==> config.mk <==
export PLATFORM = sky130hd
export DESIGN_NAME = soft_starter_firing_ramp_top_flat
export DESIGN_NICKNAME = d
export VERILOG_FILES = /design/src/rtl/ssfr_pkg.sv /design/src/rtl/ssfr_if.sv /design/src/rtl/soft_starter_firing_ramp_top.sv /design/src/flat_wrapper.sv
export SDC_FILE = /design/constraint.sdc
export NUM_CORES = 1
export LEC_CHECK = 0
export ABC_CLOCK_PERIOD_IN_PS = 4300
export BUFFER_PORTS_ARGS = -buffer_cell sky130_fd_sc_hd__buf_4
export CAP_MARGIN = 5
export CORE_UTILIZATION = 25
export CTS_BUF_LIST = sky130_fd_sc_hd__clkbuf_4 sky130_fd_sc_hd__clkbuf_8
export CTS_CLUSTER_SIZE = 30
export DETAILED_ROUTE_END_ITERATION = 12
export GPL_ROUTABILITY_DRIVEN = 0
export PLACE_DENSITY = 0.4
export REMOVE_ABC_BUFFERS = 1
export SYNTH_ARGS = -nofsm -noshare
export SYNTH_HDL_FRONTEND = slang
export SYNTH_SLANG_ARGS = --single-unit
==> constraint.sdc <==
create_clock -name clk -period 4.3 [get_ports clk]
set_clock_uncertainty 0.05 [all_clocks]
set_input_delay 0.43 -clock clk [delete_from_list [all_inputs] [get_ports clk]]
set_output_delay 0.43 -clock clk [all_outputs]
set_load 0.02 [all_outputs]
==> src/rtl/ssfr_pkg.sv <==
package ssfr_pkg;

  localparam int unsigned ANGLE_MIN      = 40;
  localparam int unsigned ANGLE_MAX      = 150;
  localparam int unsigned TICKS_PER_STEP = 240;
  localparam int unsigned SWEEP_LIMIT    = 1023;
  localparam int unsigned PHASE_SPACING  = 60;
  localparam int unsigned PHASE_COUNT    = 9;
  localparam int unsigned ANGLE_STEP     = 2;

  localparam logic [7:0] RAMP_UP_RESET   = 8'd20;
  localparam logic [7:0] RAMP_DOWN_RESET = 8'd20;
  localparam logic [7:0] TRIP_RESET      = 8'b1000_0000;
  localparam logic [7:0] LIMIT_RESET     = 8'b0110_0100;

  typedef enum logic [1:0] {
    OP_TICK  = 2'd0,
    OP_ZERO  = 2'd1,
    OP_CURR  = 2'd2,
    OP_START = 2'd3
  } op_t;

  typedef enum logic [1:0] {
    CFG_RAMP_UP   = 2'd0,
    CFG_RAMP_DOWN = 2'd1,
    CFG_TRIP      = 2'd2,
    CFG_LIMIT     = 2'd3
  } cfg_idx_t;

endpackage

==> src/rtl/ssfr_if.sv <==
interface ssfr_in_if;
  logic           valid;
  logic           ready;
  ssfr_pkg::op_t  op;
  logic [7:0]     current_level;

  modport source (output valid, output op, output current_level, input ready);
  modport sink (input valid, input op, input current_level, output ready);
endinterface

interface ssfr_out_if;
  logic       valid;
  logic       ready;
  logic       gate_a;
  logic       gate_b;
  logic       gate_c;
  logic       is_running;
  logic       bypass_on;
  logic       is_ramping_down;
  logic [7:0] angle_now;
  logic       limit_hold;

  modport source (
    output valid, output gate_a, output gate_b, output gate_c, output is_running,
    output bypass_on, output is_ramping_down, output angle_now, output limit_hold,
    input ready
  );
  modport sink (
    input valid, input gate_a, input gate_b, input gate_c, input is_running,
    input bypass_on, input is_ramping_down, input angle_now, input limit_hold,
    output ready
  );
endinterface

==> src/rtl/soft_starter_firing_ramp_top.sv <==
// Soft-starter firing controller for three thyristor gates.
// Items arrive on in_ch: a timer tick, a mains zero crossing, a current
// sample or a start command. Every accepted item produces exactly one result
// item on out_ch with the three gate pulses and the block status after it.
// The ramp periods and the trip and limit current levels are written through
// the cfg port; the user must write them only while the block is idle (not enforced).
// The result of each item is registered and is offered on out_ch in the cycle
// after the input item is accepted.
// One item is accepted in every cycle while out_ch is ready, set by the single output register.
// While the receiver stalls, in_ch stays ready only until the output register
// holds a result, so a pending result is never lost.
// Reset clears the output valid, stops firing, clears bypass and the hold,
// sets the firing angle to its maximum and loads the register defaults.
module soft_starter_firing_ramp_top (
  input  logic               clk,
  input  logic               rst_n,
  ssfr_in_if.sink            in_ch,
  ssfr_out_if.source         out_ch,
  input  logic               cfg_we,
  input  ssfr_pkg::cfg_idx_t cfg_index,
  input  logic [7:0]         cfg_data
);
  import ssfr_pkg::*;

  logic [7:0] ramp_up_r, ramp_down_r, trip_r, limit_r;

  logic       running_r, running_nxt;
  logic       bypass_r, bypass_nxt;
  logic       dir_r, dir_nxt;
  logic       toggle_r, toggle_nxt;
  logic       hold_r, hold_nxt;
  logic [7:0] angle_r, angle_nxt;
  logic [9:0] sweep_r, sweep_nxt;
  logic [7:0] tdiv_r, tdiv_nxt;
  logic [7:0] steps_r, steps_nxt;

  logic       out_valid_r;
  logic       gate_a_r, gate_a_nxt;
  logic       gate_b_r, gate_b_nxt;
  logic       gate_c_r, gate_c_nxt;

  logic       in_fire;
  logic [11:0] offset;
  logic [8:0]  angle_dn, angle_up;

  assign in_ch.ready = !out_valid_r || out_ch.ready;
  assign in_fire     = in_ch.valid && in_ch.ready;

  assign angle_dn = {1'b0, angle_r} - 9'(ANGLE_STEP);
  assign angle_up = {1'b0, angle_r} + 9'(ANGLE_STEP);

  always_comb begin
    running_nxt = running_r;
    bypass_nxt  = bypass_r;
    dir_nxt     = dir_r;
    toggle_nxt  = toggle_r;
    hold_nxt    = hold_r;
    angle_nxt   = angle_r;
    sweep_nxt   = sweep_r;
    tdiv_nxt    = tdiv_r;
    steps_nxt   = steps_r;
    gate_a_nxt  = 1'b0;
    gate_b_nxt  = 1'b0;
    gate_c_nxt  = 1'b0;
    offset      = '0;
    unique case (in_ch.op)
      OP_TICK: begin
        if (running_r) begin
          if (sweep_r != 10'(SWEEP_LIMIT)) begin
            sweep_nxt = sweep_r + 10'd1;
          end
          offset = {2'b00, sweep_nxt} + 12'(2 * PHASE_SPACING) - {4'b0000, angle_r};
          for (int k = 0; k < PHASE_COUNT; k++) begin
            if (offset == 12'(k * PHASE_SPACING)) begin
              if (k % 3 == 0) gate_c_nxt = 1'b1;
              if (k % 3 == 1) gate_b_nxt = 1'b1;
              if (k % 3 == 2) gate_a_nxt = 1'b1;
            end
          end
          tdiv_nxt = tdiv_r + 8'd1;
          if (tdiv_nxt == 8'(TICKS_PER_STEP)) begin
            tdiv_nxt  = '0;
            steps_nxt = steps_r + 8'd1;
            if (!dir_r) begin
              if (steps_nxt == ramp_up_r) begin
                steps_nxt = '0;
                angle_nxt = (angle_dn < 9'(ANGLE_MIN)) ? 8'(ANGLE_MIN) : angle_dn[7:0];
              end
            end else begin
              if (steps_nxt == ramp_down_r) begin
                steps_nxt = '0;
                angle_nxt = (angle_up > 9'(ANGLE_MAX)) ? 8'(ANGLE_MAX) : angle_up[7:0];
              end
            end
          end
        end
      end
      OP_ZERO: begin
        toggle_nxt = !toggle_r;
        if (!toggle_r) begin
          sweep_nxt = '0;
        end
        if (!dir_r) begin
          if (angle_r <= 8'(ANGLE_MIN)) begin
            running_nxt = 1'b0;
            bypass_nxt  = 1'b1;
            dir_nxt     = 1'b1;
          end
        end else begin
          if (angle_r >= 8'(ANGLE_MAX)) begin
            running_nxt = 1'b0;
            dir_nxt     = 1'b0;
          end
        end
      end
      OP_CURR: begin
        if (running_r || bypass_r) begin
          priority if (in_ch.current_level > trip_r) begin
            running_nxt = 1'b0;
            bypass_nxt  = 1'b0;
            dir_nxt     = !dir_r;
          end else if (in_ch.current_level > limit_r && !hold_r) begin
            hold_nxt = 1'b1;
            dir_nxt  = !dir_r;
          end else if (hold_r && in_ch.current_level < limit_r) begin
            hold_nxt = 1'b0;
            dir_nxt  = !dir_r;
          end
        end
      end
      OP_START: begin
        if (!running_r || bypass_r) begin
          bypass_nxt  = 1'b0;
          running_nxt = 1'b1;
        end
      end
      default: ;
    endcase
  end

  always_ff @(posedge clk) begin
    if (!rst_n) begin
      ramp_up_r   <= RAMP_UP_RESET;
      ramp_down_r <= RAMP_DOWN_RESET;
      trip_r      <= TRIP_RESET;
      limit_r     <= LIMIT_RESET;
    end else if (cfg_we) begin
      unique case (cfg_index)
        CFG_RAMP_UP:   ramp_up_r   <= cfg_data;
        CFG_RAMP_DOWN: ramp_down_r <= cfg_data;
        CFG_TRIP:      trip_r      <= cfg_data;
        CFG_LIMIT:     limit_r     <= cfg_data;
        default: ;
      endcase
    end
  end

  always_ff @(posedge clk) begin
    if (!rst_n) begin
      running_r <= 1'b0;
      bypass_r  <= 1'b0;
      dir_r     <= 1'b0;
      toggle_r  <= 1'b0;
      hold_r    <= 1'b0;
      angle_r   <= 8'(ANGLE_MAX);
      sweep_r   <= '0;
      tdiv_r    <= '0;
      steps_r   <= '0;
    end else if (in_fire) begin
      running_r <= running_nxt;
      bypass_r  <= bypass_nxt;
      dir_r     <= dir_nxt;
      toggle_r  <= toggle_nxt;
      hold_r    <= hold_nxt;
      angle_r   <= angle_nxt;
      sweep_r   <= sweep_nxt;
      tdiv_r    <= tdiv_nxt;
      steps_r   <= steps_nxt;
    end
  end

  always_ff @(posedge clk) begin
    if (!rst_n) begin
      out_valid_r <= 1'b0;
    end else if (in_fire) begin
      out_valid_r <= 1'b1;
    end else if (out_ch.ready) begin
      out_valid_r <= 1'b0;
    end
  end

  always_ff @(posedge clk) begin
    if (in_fire) begin
      gate_a_r <= gate_a_nxt;
      gate_b_r <= gate_b_nxt;
      gate_c_r <= gate_c_nxt;
    end
  end

  assign out_ch.valid           = out_valid_r;
  assign out_ch.gate_a          = gate_a_r;
  assign out_ch.gate_b          = gate_b_r;
  assign out_ch.gate_c          = gate_c_r;
  assign out_ch.is_running      = running_r;
  assign out_ch.bypass_on       = bypass_r;
  assign out_ch.is_ramping_down = dir_r;
  assign out_ch.angle_now       = angle_r;
  assign out_ch.limit_hold      = hold_r;

endmodule

==> src/flat_wrapper.sv <==
// flat-port wrapper written by rule: the top's interface ports become plain ports
module soft_starter_firing_ramp_top_flat import ssfr_pkg::*;
  (clk, rst_n, cfg_we, cfg_index, cfg_data, in_ch_valid, in_ch_op, in_ch_current_level, in_ch_ready, out_ch_valid, out_ch_gate_a, out_ch_gate_b, out_ch_gate_c, out_ch_is_running, out_ch_bypass_on, out_ch_is_ramping_down, out_ch_angle_now, out_ch_limit_hold, out_ch_ready);
  ssfr_in_if in_ch_i ();
  ssfr_out_if out_ch_i ();
  input  logic clk;
  input  logic rst_n;
  input  logic cfg_we;
  input  ssfr_pkg::cfg_idx_t cfg_index;
  input  logic [7:0] cfg_data;
  input wire logic [$bits(in_ch_i.valid)-1:0] in_ch_valid;
  input wire logic [$bits(in_ch_i.op)-1:0] in_ch_op;
  input wire logic [$bits(in_ch_i.current_level)-1:0] in_ch_current_level;
  output wire logic [$bits(in_ch_i.ready)-1:0] in_ch_ready;
  output wire logic [$bits(out_ch_i.valid)-1:0] out_ch_valid;
  output wire logic [$bits(out_ch_i.gate_a)-1:0] out_ch_gate_a;
  output wire logic [$bits(out_ch_i.gate_b)-1:0] out_ch_gate_b;
  output wire logic [$bits(out_ch_i.gate_c)-1:0] out_ch_gate_c;
  output wire logic [$bits(out_ch_i.is_running)-1:0] out_ch_is_running;
  output wire logic [$bits(out_ch_i.bypass_on)-1:0] out_ch_bypass_on;
  output wire logic [$bits(out_ch_i.is_ramping_down)-1:0] out_ch_is_ramping_down;
  output wire logic [$bits(out_ch_i.angle_now)-1:0] out_ch_angle_now;
  output wire logic [$bits(out_ch_i.limit_hold)-1:0] out_ch_limit_hold;
  input wire logic [$bits(out_ch_i.ready)-1:0] out_ch_ready;
  assign in_ch_i.valid = in_ch_valid;
  assign in_ch_i.op = in_ch_op;
  assign in_ch_i.current_level = in_ch_current_level;
  assign in_ch_ready = in_ch_i.ready;
  assign out_ch_valid = out_ch_i.valid;
  assign out_ch_gate_a = out_ch_i.gate_a;
  assign out_ch_gate_b = out_ch_i.gate_b;
  assign out_ch_gate_c = out_ch_i.gate_c;
  assign out_ch_is_running = out_ch_i.is_running;
  assign out_ch_bypass_on = out_ch_i.bypass_on;
  assign out_ch_is_ramping_down = out_ch_i.is_ramping_down;
  assign out_ch_angle_now = out_ch_i.angle_now;
  assign out_ch_limit_hold = out_ch_i.limit_hold;
  assign out_ch_i.ready = out_ch_ready;
  soft_starter_firing_ramp_top u_core (.clk(clk), .rst_n(rst_n), .in_ch(in_ch_i), .out_ch(out_ch_i), .cfg_we(cfg_we), .cfg_index(cfg_index), .cfg_data(cfg_data));
endmodule
==> results.ini <==
[critical_path]
slowest_delay_ns = 0.42
cp-end-kind = flip-flop
worst-path-max-fanout = 6
path_common_cell = ha_1
path_class = flip-flop to flip-flop
cp_slowest_cell = dfxtp_1
worstPathArrival_ns = 4.10
crit_chain = ha_1 -> and4_4 -> nand3_1 -> and2_1 -> xnor2_2 -> ha_1 -> inv_1 -> a221o_1 -> xnor2_1 -> ha_1 -> nor2b_1 -> a41oi_1 -> nor2b_1 -> mux2_2 -> nor3_1 -> nor3_1 -> o21bai_1
r2r_cells = 17
r2r-start = u_core.sweep_r[0]
crit_start = u_core.sweep_r[0]
r2r_slack_ns = 0.28
cp.required_ns = 4.37
critPathLaunchType = flip-flop
timing.rr.end = u_core.out_ch.gate_c
crit_end = u_core.out_ch.gate_c

[floorplan]
core-area_um2 = 21820
initial_utilization = 0.2542
num_rows = 54
dieArea_um2 = 22790
die_width_um = 151.0
io_pins = 42
die_h_um = 151.0

[final_layout]
fin_cells = 1002
insertedDiodeCount = 0
layout_commonest_cell = nand2_1
final_layout_size_suffix_gt1_frac = 0.1247
final_cell_mix = nand2_1, dfxtp_1, buf_4, nor2_1, ha_1
synthToLayoutAreaGrowth_pct = 12.09
final_cell_area_um2 = 6218
fin_nets = 777

[global_route]
grtUsageTotal = 0.1341
grt_pass1_wl_mm = 23.74
antenna_found_initial = 0
grt_pass1_vias = 4549
grt_overflow = 0
grt_max_degree = 64

[place]
dp_cells = 986
placed_area_um2 = 6007
portBuffers = 40
place_hpwl_mm = 11.01

[clocking]
ctsRootBufferMaster = clkbuf_8
clockBufferDepth = 2
clkTransAtPathRegs_ns = 0.10
cts_buffers = 9
cts_htree_levels = 3
clkLatencyLatePin_ns = 0.38
clock_sinks = 74
cts_tree = done

[routing]
via_per_inst = 4.912
final_antenna_net_count = 0
firstDrtPassIters = 4
detail_route.iter0.violations = 279
drt-total-wl_mm = 14.69
drc = 0
via_count = 4922
wl_per_cell_um = 14.66

[power]
power_mw = 1.466
p_leak_nw = 2.380
power_density_nw_per_um2 = 235.7
peakVddDrop_mv = 0.1509

[synthesis]
yosysTopAreaCellShare = 0.2562
ys_seq_area_frac = 0.2724
synth_area_um2 = 5548
synth_edf_count = 3
dominantRegCellSynth = dfxtp_1
synth_area_leader_cell = dfxtp_1
yosys-top-cells-area = dfxtp_1, ha_1, nand2_1
synth_cell_type_count = 90
avgSynthCellArea_um2 = 7.937
synth-async-reset-ratio = 0
ys_ff_latch = 74
netlist_instances = 699
synth_warnings = 0

[sta]
fin_crit_ns = 4.024
hold_viol_final = 0
finalSetupViolCount = 0
period_share = 0.9357
tns_ns = 0
drv_slew = 0
hold_ws_ns = 0.2656
rsz0062_at_grt = no
relSlewSlack = 0.5426
worst_pin_slew_ns = 0.6815
max_freq_mhz = 248.5

[run_status]
outcome = finished, final reports clean

[run]
cap_viol_max_count = 0

[worst_hold_path]
hold_class = primary input to flip-flop

critical path, delay by kind of cell, from the launching register on:
kind                       cells  cell delay [ns]
muxes                          1             0.35
AOI/OAI and AO/OA              3             0.65
xor gates and xnor gates       2             0.32
and+or+nand+nor                7             1.23
DFF                            1             0.42
buffers and inverters          1             0.06
adders and majority gates      3             0.71
area by class of cell:
class | count | area (um^2)
Clock buffer | 9 | 123.9
Fill cell | 2409 | 15610
Inverter | 31 | 116.4
Clock inverter | 7 | 78.83
Timing Repair Buffer | 46 | 345.3
Sequential cell | 74 | 1511
Multi-Input combinational cell | 555 | 3692
Tap cell | 280 | 350.3
layer usage:
metal | track usage | routed length, um
met2 | 0.2108 | 6498
met4 | 0.03800 | 255
met5 | 0 | 0
met1 | 0.1805 | 7346
met3 | 0.03313 | 587
sequential cells by signal (all words and copies together) (netlist names):
register                       cells
u_core.out_ch.gate_b               1
u_core.out_ch.is_running           1
u_core.tdiv_r                      8
u_core.ramp_up_r                   8
u_core.trip_r                      8
u_core.out_ch.angle_now            7
u_core.out_ch.valid                1
u_core.steps_r                     8
u_core.toggle_r                    1
u_core.out_ch.limit_hold           1
u_core.out_ch.is_ramping_down      1
u_core.out_ch.bypass_on            1
u_core.limit_r                     8
u_core.out_ch.gate_a               1
u_core.sweep_r                    10
u_core.out_ch.gate_c               1
u_core.ramp_down_r                 8
cells in the mapped netlist, drive strengths merged, types with 6 or more instances:
master / instances
nand2: 102
dfxtp: 71
nor2: 40
ha: 35
inv: 30
o21ai: 27
nand3: 26
nor3: 26
a21oi: 25
clkbuf: 22
xnor2: 22
a21boi: 20
nand2b: 19
nor2b: 19
and2: 18
buf: 15
mux2i: 13
nand4: 11
a211oi: 10
a21o: 10
a31oi: 10
and3: 10
o211ai: 10
xor2: 10
or2: 7
o21a: 6
power by group:
group	internal (mW)	switching, mW	total (mW)
Combinational	0.0717	0.0908	0.162
Clock	0.273	0.312	0.585
Sequential	0.705	0.0135	0.718
what timing repair did:
action	4_1_cts	5_1_grt
resized for setup	0	2
setup endpoints to repair	0	3
setup buffers	0	0
hold buffers	0	0
logic make-up after synthesis:
kind of cell / after synthesis / share of synthesized area
and+or+nand+nor: 310 / 0.2907
AOI/OAI and AO/OA: 158 / 0.2023
DFF: 74 / 0.2724
buffers and inverters: 70 / 0.06360
adders and majority gates: 37 / 0.08254
xor gates and xnor gates: 34 / 0.06022
muxes: 15 / 0.02751
other: 1 / 0.0006759
worst min-delay path by stage:
stage                       from               endpoint  cells after the start  slack, ns
6_report             cfg_data[2]    u_core.ramp_up_r[2]                      3       0.27
5_1_grt              cfg_data[2]    u_core.ramp_up_r[2]                      3       0.26
4_1_cts              cfg_data[4]  u_core.ramp_down_r[4]                      3       0.25
3_5_place_dp    u_core.trip_r[6]       u_core.trip_r[6]                      2       0.41
3_3_place_gp    u_core.trip_r[2]       u_core.trip_r[2]                      2       0.41
2_1_floorplan  u_core.limit_r[1]      u_core.limit_r[1]                      2       0.39
through the flow:
step           utilization  setup WS [ns]
4_1_cts             0.2845         0.2150
6_report            0.2849         0.2764
2_1_floorplan            -         0.2783
3_5_place_dp        0.2753         0.2311
3_3_place_gp        0.2753         0.3235
5_1_grt             0.2849        0.03195
(Power assumes the default switching activity.)
